### src/power_meter_frame_decoder_top_assert.svh
// Assertion macros shared by the power meter frame decoder RTL.
// Each macro checks on the rising edge of clk and is disabled while rst_n is low.
`ifndef POWER_METER_FRAME_DECODER_TOP_ASSERT_SVH
`define POWER_METER_FRAME_DECODER_TOP_ASSERT_SVH

// The consequent holds in the same cycle as the antecedent.
`define PMFD_ASSERT_SAME(lbl, ante, cons) \
    lbl: assert property (@(posedge clk) disable iff (!rst_n) (ante) |-> (cons)) \
        else $error("pmfd assertion failed");

// The consequent holds in the cycle after the antecedent.
`define PMFD_ASSERT_NEXT(lbl, ante, cons) \
    lbl: assert property (@(posedge clk) disable iff (!rst_n) (ante) |=> (cons)) \
        else $error("pmfd assertion failed");

`endif

### src/pmfd_pkg.sv
// Shared constants for the power meter frame decoder.
// No dependencies; used by the divider and the top level.
package pmfd_pkg;

    localparam int DVD_W = 56;   // param (24 bits) times coefficient (32 bits)
    localparam int DSR_W = 24;   // data field width
    localparam int VAL_W = 32;   // Q16.16 result width
    localparam int CFG_IDX_W = 2;

    localparam logic [VAL_W-1:0] SAT32 = '1;

    localparam logic [7:0] HDR_NORMAL  = 8'h55;
    localparam logic [7:0] HDR_MIN_ALT = 8'hF0;
    localparam logic [7:0] SYNC_BYTE   = 8'h5A;
    localparam logic [4:0] FIELD_FIRST = 5'd2;
    localparam logic [4:0] FIELD_LAST  = 5'd19;
    localparam logic [4:0] CHECK_BYTE  = 5'd23;

    localparam logic [CFG_IDX_W-1:0] REG_VOLTAGE_COEF = 2'd0;
    localparam logic [CFG_IDX_W-1:0] REG_CURRENT_COEF = 2'd1;
    localparam logic [CFG_IDX_W-1:0] REG_CURRENT_GAIN = 2'd2;
    localparam logic [CFG_IDX_W-1:0] REG_POWER_GAIN   = 2'd3;

    localparam logic [1:0] STATUS_OK       = 2'd0;
    localparam logic [1:0] STATUS_CHECKSUM = 2'd1;
    localparam logic [1:0] STATUS_ZERO_DIV = 2'd2;

endpackage

### src/pmfd_div.sv
// Restoring shift-subtract divider, one quotient bit per cycle.
// Depends on pmfd_pkg; the quotient saturates to 32 bits.
module pmfd_div (
    input  logic                        clk,
    input  logic                        rst_n,
    input  logic                        start,
    input  logic [pmfd_pkg::DVD_W-1:0]  dividend,
    input  logic [pmfd_pkg::DSR_W-1:0]  divisor,
    output logic                        busy,
    output logic                        done,
    output logic [pmfd_pkg::VAL_W-1:0]  quotient
);
    import pmfd_pkg::*;

    localparam int CNT_W = $clog2(DVD_W);

    typedef enum logic {DV_IDLE, DV_RUN} dv_state_t;

    dv_state_t          state_reg;
    logic [CNT_W-1:0]   count_reg;
    logic [DVD_W-1:0]   dvd_reg;
    logic [DSR_W-1:0]   dsr_reg;
    logic [DSR_W-1:0]   rem_reg;
    logic               done_reg;
    logic [DSR_W:0]     trial;
    logic               fits;

    assign trial = {rem_reg, dvd_reg[DVD_W-1]};
    assign fits  = trial >= {1'b0, dsr_reg};

    always_ff @(posedge clk or negedge rst_n)
    begin
        if (!rst_n)
        begin
            state_reg <= DV_IDLE;
            count_reg <= '0;
            dvd_reg   <= '0;
            dsr_reg   <= '0;
            rem_reg   <= '0;
            done_reg  <= 1'b0;
        end
        else
        begin
            done_reg <= 1'b0;
            case (state_reg)
                DV_IDLE:
                begin
                    if (start)
                    begin
                        dvd_reg   <= dividend;
                        dsr_reg   <= divisor;
                        rem_reg   <= '0;
                        count_reg <= CNT_W'(DVD_W - 1);
                        state_reg <= DV_RUN;
                    end
                end
                DV_RUN:
                begin
                    if (fits)
                        rem_reg <= DSR_W'(trial - {1'b0, dsr_reg});
                    else
                        rem_reg <= trial[DSR_W-1:0];
                    dvd_reg <= {dvd_reg[DVD_W-2:0], fits};
                    if (count_reg == '0)
                    begin
                        done_reg  <= 1'b1;
                        state_reg <= DV_IDLE;
                    end
                    else
                        count_reg <= count_reg - 1'b1;
                end
                default: state_reg <= DV_IDLE;
            endcase
        end
    end

    assign busy     = (state_reg == DV_RUN);
    assign done     = done_reg;
    assign quotient = (|dvd_reg[DVD_W-1:VAL_W]) ? SAT32 : dvd_reg[VAL_W-1:0];

endmodule

### src/power_meter_frame_decoder_top.sv
// Top level of the power meter frame decoder: framing, checksum and sequencer.
// Depends on pmfd_pkg, pmfd_div and power_meter_frame_decoder_top_assert.svh.
//
// Usage: serial bytes from the metering chip enter on the s_axis channel, one
// byte per transfer. The block hunts for a state byte (0x55 or 0xF0 and up)
// followed by 0x5A and then collects 22 more bytes, taken back to back while
// the sequencer is idle. After the checksum byte the input stalls while one
// shared 32x32 multiplier and one bit-serial divider compute voltage, current
// and power in turn; the divider's 56 steps per channel dominate that work,
// and the result transfer is then offered on m_axis. A zero data field skips
// its division. The result sits in an output register;
// bytes of the next frame are taken while it waits, but the checksum byte of
// the next frame is held off until the previous result has been taken.
// Configuration writes on cfg_we/cfg_index/cfg_data take effect at once and
// belong in idle time.
// Reset returns the framer to hunting, clears the output valid and sets all
// four coefficients to 1.0 (Q16.16).
`include "power_meter_frame_decoder_top_assert.svh"

module power_meter_frame_decoder_top (
    input  logic                              clk,
    input  logic                              rst_n,
    input  logic                              s_axis_tvalid,
    output logic                              s_axis_tready,
    input  logic [7:0]                        s_axis_tdata,  // [7:0] rx_byte
    output logic                              m_axis_tvalid,
    input  logic                              m_axis_tready,
    // [7:0] state_byte, [9:8] status, [41:10] voltage, [73:42] current,
    // [105:74] power, [111:106] zero
    output logic [111:0]                      m_axis_tdata,
    input  logic                              cfg_we,
    input  logic [pmfd_pkg::CFG_IDX_W-1:0]    cfg_index,
    input  logic [pmfd_pkg::VAL_W-1:0]        cfg_data
);
    import pmfd_pkg::*;

    typedef enum logic [1:0] {PH_HUNT, PH_SYNC, PH_COLLECT} phase_t;
    typedef enum logic [2:0] {
        SQ_IDLE, SQ_MUL, SQ_DIV_GO, SQ_DIV_WAIT, SQ_SC_MUL, SQ_SC_SAT, SQ_NEXT, SQ_OUT
    } seq_t;

    // Configuration registers.
    logic [VAL_W-1:0] voltage_coef_reg, current_coef_reg, current_gain_reg, power_gain_reg;

    always_ff @(posedge clk or negedge rst_n)
    begin
        if (!rst_n)
        begin
            voltage_coef_reg <= VAL_W'(32'h0001_0000);
            current_coef_reg <= VAL_W'(32'h0001_0000);
            current_gain_reg <= VAL_W'(32'h0001_0000);
            power_gain_reg   <= VAL_W'(32'h0001_0000);
        end
        else if (cfg_we)
        begin
            case (cfg_index)
                REG_VOLTAGE_COEF: voltage_coef_reg <= cfg_data;
                REG_CURRENT_COEF: current_coef_reg <= cfg_data;
                REG_CURRENT_GAIN: current_gain_reg <= cfg_data;
                REG_POWER_GAIN:   power_gain_reg   <= cfg_data;
                default: ;
            endcase
        end
    end

    // Framer. The six fields shift in as one line, so after byte 19 the
    // first field sits at the top and each field has a fixed place.
    phase_t        phase_reg;
    logic [4:0]    idx_reg;
    logic [7:0]    hold_reg;
    logic [7:0]    sum_reg;
    logic [143:0]  fields_reg;
    logic          sum_ok_reg;
    seq_t          sq_reg;
    logic          m_valid_reg;
    logic          s_acc;
    logic          at_check;
    logic          frame_end;
    logic          is_hdr;

    assign at_check      = (phase_reg == PH_COLLECT) && (idx_reg == CHECK_BYTE);
    assign s_axis_tready = (sq_reg == SQ_IDLE) && !(at_check && m_valid_reg);
    assign s_acc         = s_axis_tvalid && s_axis_tready;
    assign frame_end     = s_acc && at_check;
    assign is_hdr        = (s_axis_tdata == HDR_NORMAL) || (s_axis_tdata >= HDR_MIN_ALT);

    always_ff @(posedge clk or negedge rst_n)
    begin
        if (!rst_n)
        begin
            phase_reg  <= PH_HUNT;
            idx_reg    <= '0;
            hold_reg   <= '0;
            sum_reg    <= '0;
            fields_reg <= '0;
            sum_ok_reg <= 1'b0;
        end
        else if (s_acc)
        begin
            case (phase_reg)
                PH_HUNT:
                begin
                    if (is_hdr)
                    begin
                        hold_reg  <= s_axis_tdata;
                        phase_reg <= PH_SYNC;
                    end
                end
                PH_SYNC:
                begin
                    if (s_axis_tdata == SYNC_BYTE)
                    begin
                        phase_reg <= PH_COLLECT;
                        idx_reg   <= FIELD_FIRST;
                        sum_reg   <= '0;
                    end
                    else if (is_hdr)
                        hold_reg <= s_axis_tdata;
                    else
                        phase_reg <= PH_HUNT;
                end
                PH_COLLECT:
                begin
                    if (idx_reg == CHECK_BYTE)
                    begin
                        sum_ok_reg <= (sum_reg == s_axis_tdata);
                        phase_reg  <= PH_HUNT;
                        idx_reg    <= '0;
                        sum_reg    <= '0;
                    end
                    else
                    begin
                        if (idx_reg <= FIELD_LAST)
                            fields_reg <= {fields_reg[135:0], s_axis_tdata};
                        sum_reg <= sum_reg + s_axis_tdata;
                        idx_reg <= idx_reg + 1'b1;
                    end
                end
                default: phase_reg <= PH_HUNT;
            endcase
        end
    end

    // Sequencer over the three channels: 0 voltage, 1 current, 2 power.
    logic [1:0]        ch_reg;
    logic              sc_step_reg;
    logic              zero_reg;
    logic [63:0]       prod_reg;
    logic [VAL_W-1:0]  res_reg, v_reg, c_reg, p_reg;
    logic [111:0]      out_reg;
    logic [DSR_W-1:0]  param, data;
    logic [VAL_W-1:0]  mul_a, mul_b;
    logic              div_start, div_busy, div_done;
    logic [VAL_W-1:0]  div_q;
    logic [1:0]        status;

    always_comb
    begin
        case (ch_reg)
            2'd0:    begin param = fields_reg[143:120]; data = fields_reg[119:96]; end
            2'd1:    begin param = fields_reg[95:72];   data = fields_reg[71:48];  end
            default: begin param = fields_reg[47:24];   data = fields_reg[23:0];   end
        endcase
    end

    always_comb
    begin
        if (sq_reg == SQ_MUL)
        begin
            mul_a = VAL_W'(param);
            mul_b = (ch_reg == 2'd1) ? current_coef_reg : voltage_coef_reg;
        end
        else
        begin
            mul_a = res_reg;
            if (ch_reg == 2'd1)
                mul_b = current_gain_reg;
            else
                mul_b = sc_step_reg ? power_gain_reg : current_coef_reg;
        end
    end

    assign div_start = (sq_reg == SQ_DIV_GO);

    pmfd_div u_div (
        .clk      (clk),
        .rst_n    (rst_n),
        .start    (div_start),
        .dividend (prod_reg[DVD_W-1:0]),
        .divisor  (data),
        .busy     (div_busy),
        .done     (div_done),
        .quotient (div_q)
    );

    always_comb
    begin
        if (!sum_ok_reg)
            status = STATUS_CHECKSUM;
        else if (zero_reg)
            status = STATUS_ZERO_DIV;
        else
            status = STATUS_OK;
    end

    always_ff @(posedge clk or negedge rst_n)
    begin
        if (!rst_n)
        begin
            sq_reg      <= SQ_IDLE;
            ch_reg      <= '0;
            sc_step_reg <= 1'b0;
            zero_reg    <= 1'b0;
            prod_reg    <= '0;
            res_reg     <= '0;
            v_reg       <= '0;
            c_reg       <= '0;
            p_reg       <= '0;
            out_reg     <= '0;
            m_valid_reg <= 1'b0;
        end
        else
        begin
            // A result leaving while the next one is loaded keeps valid high.
            if (m_valid_reg && m_axis_tready && (sq_reg != SQ_OUT))
                m_valid_reg <= 1'b0;
            case (sq_reg)
                SQ_IDLE:
                begin
                    if (frame_end)
                    begin
                        ch_reg   <= '0;
                        zero_reg <= 1'b0;
                        sq_reg   <= SQ_MUL;
                    end
                end
                SQ_MUL:
                begin
                    sc_step_reg <= 1'b0;
                    if (data == '0)
                    begin
                        res_reg  <= SAT32;
                        zero_reg <= 1'b1;
                        sq_reg   <= SQ_NEXT;
                    end
                    else
                    begin
                        prod_reg <= mul_a * mul_b;
                        sq_reg   <= SQ_DIV_GO;
                    end
                end
                SQ_DIV_GO:   sq_reg <= SQ_DIV_WAIT;
                SQ_DIV_WAIT:
                begin
                    if (div_done)
                    begin
                        res_reg <= div_q;
                        sq_reg  <= (ch_reg == 2'd0) ? SQ_NEXT : SQ_SC_MUL;
                    end
                end
                SQ_SC_MUL:
                begin
                    prod_reg <= mul_a * mul_b;
                    sq_reg   <= SQ_SC_SAT;
                end
                SQ_SC_SAT:
                begin
                    res_reg <= (|prod_reg[63:48]) ? SAT32 : prod_reg[47:16];
                    if (ch_reg == 2'd2 && !sc_step_reg)
                    begin
                        sc_step_reg <= 1'b1;
                        sq_reg      <= SQ_SC_MUL;
                    end
                    else
                        sq_reg <= SQ_NEXT;
                end
                SQ_NEXT:
                begin
                    case (ch_reg)
                        2'd0:    v_reg <= res_reg;
                        2'd1:    c_reg <= res_reg;
                        default: p_reg <= res_reg;
                    endcase
                    if (ch_reg == 2'd2)
                        sq_reg <= SQ_OUT;
                    else
                    begin
                        ch_reg <= ch_reg + 1'b1;
                        sq_reg <= SQ_MUL;
                    end
                end
                SQ_OUT:
                begin
                    // The output register takes the result once it is free.
                    if (!m_valid_reg || m_axis_tready)
                    begin
                        if (sum_ok_reg)
                            out_reg <= {6'd0, p_reg, c_reg, v_reg, status, hold_reg};
                        else
                            out_reg <= {6'd0, {3*VAL_W{1'b0}}, status, hold_reg};
                        m_valid_reg <= 1'b1;
                        sq_reg      <= SQ_IDLE;
                    end
                end
                default: sq_reg <= SQ_IDLE;
            endcase
        end
    end

    assign m_axis_tvalid = m_valid_reg;
    assign m_axis_tdata  = out_reg;

    `PMFD_ASSERT_SAME(a_busy_no_input, sq_reg != SQ_IDLE, !s_axis_tready)
    `PMFD_ASSERT_SAME(a_status_legal, m_axis_tvalid, m_axis_tdata[9:8] != 2'd3)
    `PMFD_ASSERT_NEXT(a_frame_starts_seq, frame_end, sq_reg == SQ_MUL)
    `PMFD_ASSERT_SAME(a_div_free_at_start, div_start, !div_busy)

endmodule

### config.mk
export PLATFORM = sky130hd
export DESIGN_NAME = power_meter_frame_decoder_top
export DESIGN_NICKNAME = d
export VERILOG_FILES = /design/src/pmfd_pkg.sv /design/src/pmfd_div.sv /design/src/power_meter_frame_decoder_top.sv
export VERILOG_INCLUDE_DIRS = /design/src /design/src/src
export SDC_FILE = /design/constraint.sdc
export NUM_CORES = 2
export LEC_CHECK = 0
export ABC_AREA = 1
export BUFFER_PORTS_ARGS = -buffer_cell sky130_fd_sc_hd__buf_2
export CORE_ASPECT_RATIO = 1.75
export CORE_MARGIN = 2
export CORE_UTILIZATION = 45
export CTS_CLUSTER_DIAMETER = 50
export CTS_CLUSTER_SIZE = 30
export DETAILED_ROUTE_END_ITERATION = 10
export PLACE_DENSITY_LB_ADDON = 0.3
export SLEW_MARGIN = 10
export SYNTH_ARGS = -nofsm -noshare
export SYNTH_HDL_FRONTEND = slang
export SYNTH_SLANG_ARGS = --single-unit
### constraint.sdc
create_clock -name clk -period 14.4 [get_ports clk]
set_input_delay 0.72 -clock clk [delete_from_list [all_inputs] [get_ports clk]]
set_output_delay 0.72 -clock clk [all_outputs]
set_load 0.1 [all_outputs]
# Yosys cells after proc, flatten, opt, wreduce, memory -nomap -nowiden
# Index checks and enable logic that the tools add are counted.
[totals] elab_cells=185 out_inout_bits=114 input_bits=47 reg_bits=720
[classes] n_mul=1 muxes=63 add_sub_neg=5 bitwise_logic=3 n_eq_ne=33 magnitude_cmp=3 reduce_logical=50
[op_table] operator="2-to-1 mux 32 bit" n=9
[op_table] operator="case mux 24 bit (2 select lines)" n=3
[op_table] operator="case mux 64 bit (2 select lines)" n=1
[op_table] operator="case mux 56 bit (2 select lines)" n=1
[op_table] operator="2-to-1 mux 106 bit" n=1
[op_table] operator="case mux 32 bit (3 select lines)" n=1
[op_table] operator="multiplier 32 x 32 -> 64 bit" n=1
[op_table] operator="2-to-1 mux 64 bit" n=1
[op_table] operator="2-to-1 mux 56 bit" n=1
[op_table] operator="2-to-1 mux 24 bit" n=2
[op_table] operator="2-to-1 mux 8 bit" n=4
[op_table] operator="case mux 8 bit (2 select lines)" n=2
[op_table] operator=">= comparator 25 x 24 -> 1 bit" n=1
[op_table] operator="zero test 24 bit" n=1
[op_table] operator="case mux 3 bit (8 select lines)" n=1
[op_table] operator="AND reduction 2 bit" n=12
[op_table] operator="OR reduction 24 bit" n=1
[op_table] operator="subtractor 24 bit" n=1
[op_table] operator="AND reduction 3 bit" n=7
[op_table] operator="2-to-1 mux 2 bit" n=10
[op_table] operator="!= test 2 bit, second input constant" n=10
[op_table] operator="== test 8 x 7 -> 1 bit, second input constant" n=2
[op_table] operator="OR reduction 16 bit" n=1
[op_table] operator="2-to-1 mux 3 bit" n=5
[op_table] operator="other kinds (34)" n=79

# Longest topological paths before layout
[logic_depth] word_depth=9 ltp_mapped=42 depth_no_buf=37

# By module
# A second synthesis with hierarchy kept.
[unflattened] hier_cells=8439 area_unflattened_um2=67686.2
[modules_own_cells] module="power_meter_frame_decoder_top" area_each_um2=60833.3 cells_per_inst=7483 seq_area_each_um2=15069.5 n_inst=1
[modules_own_cells] module="pmfd_div" area_each_um2=6852.8 cells_per_inst=956 seq_area_each_um2=2802.7 n_inst=1

# Worst setup path after synthesis
# No wires, ideal clock.
[synth_timing] path_kind="register to register" start="register ch_reg[0]" end="register prod_reg[60]" t_arrival_ns=7.429 path_buffers=3 required_time_ns=14.283 period_less_slack_ns=7.547 path_stages_with_launch=38 setup_slack_ns=6.853 setup_ns=0.117 path_cell_list="dfrtp_1 > inv_1 > ha_1 > buf_2 > inv_1 > clkbuf_1 > o22ai_1 > o21ai_0 > o21ai_2 > inv_2 > buf_2 > nor2_1 > fa_1 > fa_1 > inv_1 > fa_1 > fa_1 > inv_1 > [2 not listed] > fa_1 > inv_1 > fa_1 > inv_1 > ha_1 > nand2_1 > nor2_1 > inv_1 > nor2_1 > inv_1 > nor2_1 > nand2_1 > nand2_1 > nand2_1 > nand2_1 > nand2_1 > nand3_1 > nand2_1"
[synth_via] elab_chain_cells=6 elab_cells_between_ends=14 classes_between="1 x mul; 2 x eq/ne; 8 x mux; 3 x reduce/logical"
[synth_rtl] item="start: declaration" line_no="power_meter_frame_decoder_top.sv:145" rtl="logic [1:0] ch_reg;"
[synth_rtl] item="start signal: assignment" line_no="power_meter_frame_decoder_top.sv:288" rtl="ch_reg <= ch_reg + 1'b1;"
[synth_rtl] item="== test 2 x 1 -> 1 bit / zero test 2 bit (equally long branches)" line_no="power_meter_frame_decoder_top.sv:159, power_meter_frame_decoder_top.sv:171, power_meter_frame_decoder_top.sv:176"
[synth_rtl] item="case mux 24 bit (2 select lines), or another cell as far along" line_no="power_meter_frame_decoder_top.sv:159" rtl="case (ch_reg)"
[synth_rtl] item="2-to-1 mux 32 bit" line_no="power_meter_frame_decoder_top.sv:168" rtl="if (sq_reg == SQ_MUL)"
[synth_rtl] item="multiplier 32 x 32 -> 64 bit" line_no="power_meter_frame_decoder_top.sv:248, power_meter_frame_decoder_top.sv:263"
[synth_rtl] item="2-to-1 mux 64 bit" line_no="power_meter_frame_decoder_top.sv:240" rtl="if (data == '0)"
[synth_rtl] item="case mux 64 bit (2 select lines)" line_no="power_meter_frame_decoder_top.sv:227" rtl="case (sq_reg)"
[synth_rtl] item="end signal: assignment" line_no="power_meter_frame_decoder_top.sv:248" rtl="prod_reg <= mul_a * mul_b;"
[synth_rtl] item="end signal: assignment" line_no="power_meter_frame_decoder_top.sv:263" rtl="prod_reg <= mul_a * mul_b;"
[synth_rtl] item="end: declaration" line_no="power_meter_frame_decoder_top.sv:148" rtl="logic [63:0] prod_reg;"
# Several ways; a longest one is shown, not always the timed one. The select of a mux whose other input is x is not followed.
# A chain may end at the register's enable or synchronous reset.

# Final worst setup path
[layout_timing] start="register sc_step_reg" end="register prod_reg[50]"
[layout_via] elab_chain_cells=6
[layout_rtl] item="start: declaration" line_no="power_meter_frame_decoder_top.sv:146" rtl="logic sc_step_reg;"
[layout_rtl] item="start signal: assignment" line_no="power_meter_frame_decoder_top.sv:212" rtl="sc_step_reg <= 1'b0;"
[layout_rtl] item="start signal: assignment" line_no="power_meter_frame_decoder_top.sv:239" rtl="sc_step_reg <= 1'b0;"
[layout_rtl] item="start signal: assignment" line_no="power_meter_frame_decoder_top.sv:271" rtl="sc_step_reg <= 1'b1;"
[layout_rtl] item="2-to-1 mux 32 bit (*)" line_no="power_meter_frame_decoder_top.sv:179" rtl="mul_b = sc_step_reg ? power_gain_reg : current_coef_reg;"
[layout_rtl] item="2-to-1 mux 32 bit (*)" line_no="power_meter_frame_decoder_top.sv:176" rtl="if (ch_reg == 2'd1)"
[layout_rtl] item="2-to-1 mux 32 bit (*)" line_no="power_meter_frame_decoder_top.sv:168"
[layout_rtl] item="multiplier 32 x 32 -> 64 bit (*)" line_no="power_meter_frame_decoder_top.sv:248, power_meter_frame_decoder_top.sv:263"
[layout_rtl] item="2-to-1 mux 64 bit" line_no="power_meter_frame_decoder_top.sv:240"
[layout_rtl] item="case mux 64 bit (2 select lines) (*)" line_no="power_meter_frame_decoder_top.sv:227"
# Every way passes the cells marked *; elsewhere a longest branch is shown, timed or not. The select of a mux whose other input is x is not followed.

==> results.ini <==
[timing]
fin_setup_tns_ns=0
slew_headroom_pct=10.1
worstMarginPinSlew_ns=1.34
skew_ns=0.0470
hold_violations=0
fmaxAchievable_mhz=92.7
period_minus_slack_ns=10.79
finalSetupViolCount=0
fin_crit_sh_pct=74.9
rsz0062_at_grt=false
final_max_slew_viol_count=0

[run]
cap_violations=0

[power]
power_leakage_nw=38.3
powerDensity_nw_per_um2=55.8
ir_worst_vdd_uv=81.5
total_power_w=0.00395

[cts]
cts_tree=yes
post_cts_buffers=0
cts_max_level=2
clockBufferDepth=3
cts.sinks=714
cts-resized-gates=0
cts-root-buf=clkbuf_16
cts.clk_slew.worst_paths_ns=0.10
holdBufCountCts=0
numCtsBuffers=38
clkLatencyLatePin_ns=0.64

[detailed_routing]
wl_um=256000
dr.pass1.iters=6
wl_per_cell_um=25.0
drt-initial-drc-count=4444
vias_per_cell=5.46
drc=0
drtAntennaViolNets=0
vias=55800

[synth]
seq_area_frac_synth_pct=26.6
ys_ff_latch=714
yosys_warnings=0
syn_avg_cell_area_um2=8.12
synth_edf_count=0
synth_area_leader_cell=fa_1
netlist_area_um2=67300
yosys.area.top_type_share_pct=26.7
yosysUniqueCellTypes=54
async_reset_ff_share_pct=100
synth_cells=8286
ys.flop_type=dfrtp_1
synthTopCellsByArea=fa_1 (27%), dfrtp_1 (26%), nand2_1 (12%)

[cells_and_area]
regArea_um2=17900
fin_nets=9444
fill_cells=14800
post-route-util_pct=47.8
area_growth_pct=5.25
layout-drive-gt1-share_pct=5.83
largest_reg_flops=144
multi_input_area_um2=41100

[worst_setup_path]
r2r_start=sc_step_reg$_DFFE_PN0P_
cp.depth=29
r2r_slack_ns=3.61
cp_slowest_cell=o211ai_2
worstPathArrival_ns=11.29
cp_num_buf_inv=8
crit_family=adder cells
cp_max_fo=25
worstPathRequired_ns=14.91
crit_path_end_kind=register
critical_path.startpoint=sc_step_reg$_DFFE_PN0P_
cpMostUsedCell=fa_1
critPathKind=reg2reg
reg2reg_to=prod_reg[50]$_DFFE_PN0P_
reg2reg_depth=29
start_kind=register
slowest_delay_ns=0.83

[place]
gp_congestion=1.04
io_buffers=154
hpwl_um=195000

[grt]
grt_max_degree=248
overflow=0
grt_pass1_vias=58800
grt_antenna_before_repair=10
grt_pass1_wl_um=376000
grt_usage_pct=34.1

[floorplan]
die_h_um=516
std_cell_rows=187
ios=161
dieArea_um2=153000
die_x_um=296
core_area_um2=148000
start_util_pct=45.4

[outcome]
status=finished, final reports clean

[min_path]
min_path_type=in2async

where the power goes:
group          switching (W)  internal [W]
combinational       0.000428     0.0000784
sequential         0.0000342       0.00206
clock               0.000782      0.000567
total                0.00124       0.00271
worst max path at each step:
stage / end
floorplan: prod_reg[60]$_DFFE_PN0P_
global placement: prod_reg[34]$_DFFE_PN0P_
detailed placement: prod_reg[50]$_DFFE_PN0P_
CTS: prod_reg[50]$_DFFE_PN0P_
global route: prod_reg[60]$_DFFE_PN0P_
finish: prod_reg[50]$_DFFE_PN0P_
per-layer routing:
metal,wire length [um],GRT usage (%)
met5,13,0
met3,16600,5.60
met1,82200,34.5
met4,29800,31.3
met2,127000,59.5
cell usage after synthesis (13+ instances only):
cell,number
dfrtp_1,710
a211oi_1,13
o21ai_0,532
buf_4,43
o211ai_1,55
nor3_1,31
a22o_1,97
nand4_1,56
a21oi_2,53
o221ai_1,24
clkbuf_1,123
nand3_1,168
nand3b_1,13
fa_1,898
inv_1,1681
buf_6,24
xor2_1,39
nand2_1,2178
buf_2,182
a21oi_1,123
xnor2_1,17
o21ai_1,27
inv_2,43
and2_1,19
nor2_1,725
ha_1,299
cell usage in the layout (no fill, tap or decap), types with 17 or more instances in the layout:
cell type,Yosys,routed
a21oi_1,123,122
nor3_1,31,31
buf_2,182,153
buf_4,43,89
nand4_1,56,56
xnor2_1,17,17
o21ai_1,27,24
inv_1,1681,1680
a21oi_2,53,53
a22o_1,97,97
ha_1,299,297
o221ai_1,24,24
xor2_1,39,39
nand2_1,2178,2175
fa_1,898,898
clkbuf_16,0,39
o211ai_1,55,55
o21ai_0,532,531
dfrtp_1,710,709
nand3_1,168,164
nor2_1,725,721
inv_2,43,43
and2_1,19,17
cell type report:
cell class	count	share of cell area, %
clock buffer	47	1.46
antenna	6	0.0212
sequential	714	25.2
timing repair buffer	245	2.10
inverter	1727	9.16
multi-input combinational	5474	58.0
clock inverter	22	0.510
tap	1984	3.50
through the flow:
step | cells | worst slack [ns] | hold WS, ns | instance area [um^2]
finish | 10200 | 3.61 | 0.144 | 70800
global route | 10200 | 3.34 | 0.223 | 70800
CTS | 10200 | 3.70 | 0.184 | 70800
detailed placement | 10100 | 3.75 | 0.441 | 69400
global placement | 10100 | 3.54 | 0.434 | 69400
floorplan | 8291 | 6.85 | 0.423 | 67300
cell families after synthesis:
logic type / share of synthesized area, %
fa+ha+maj: 32.3
buf+inv: 12.6
mux: 0.134
xor+xnor: 0.729
flops: 26.6
compound gates: 8.78
simple gates: 18.9
other cells: 0.00557
(Power assumes the default switching activity.)
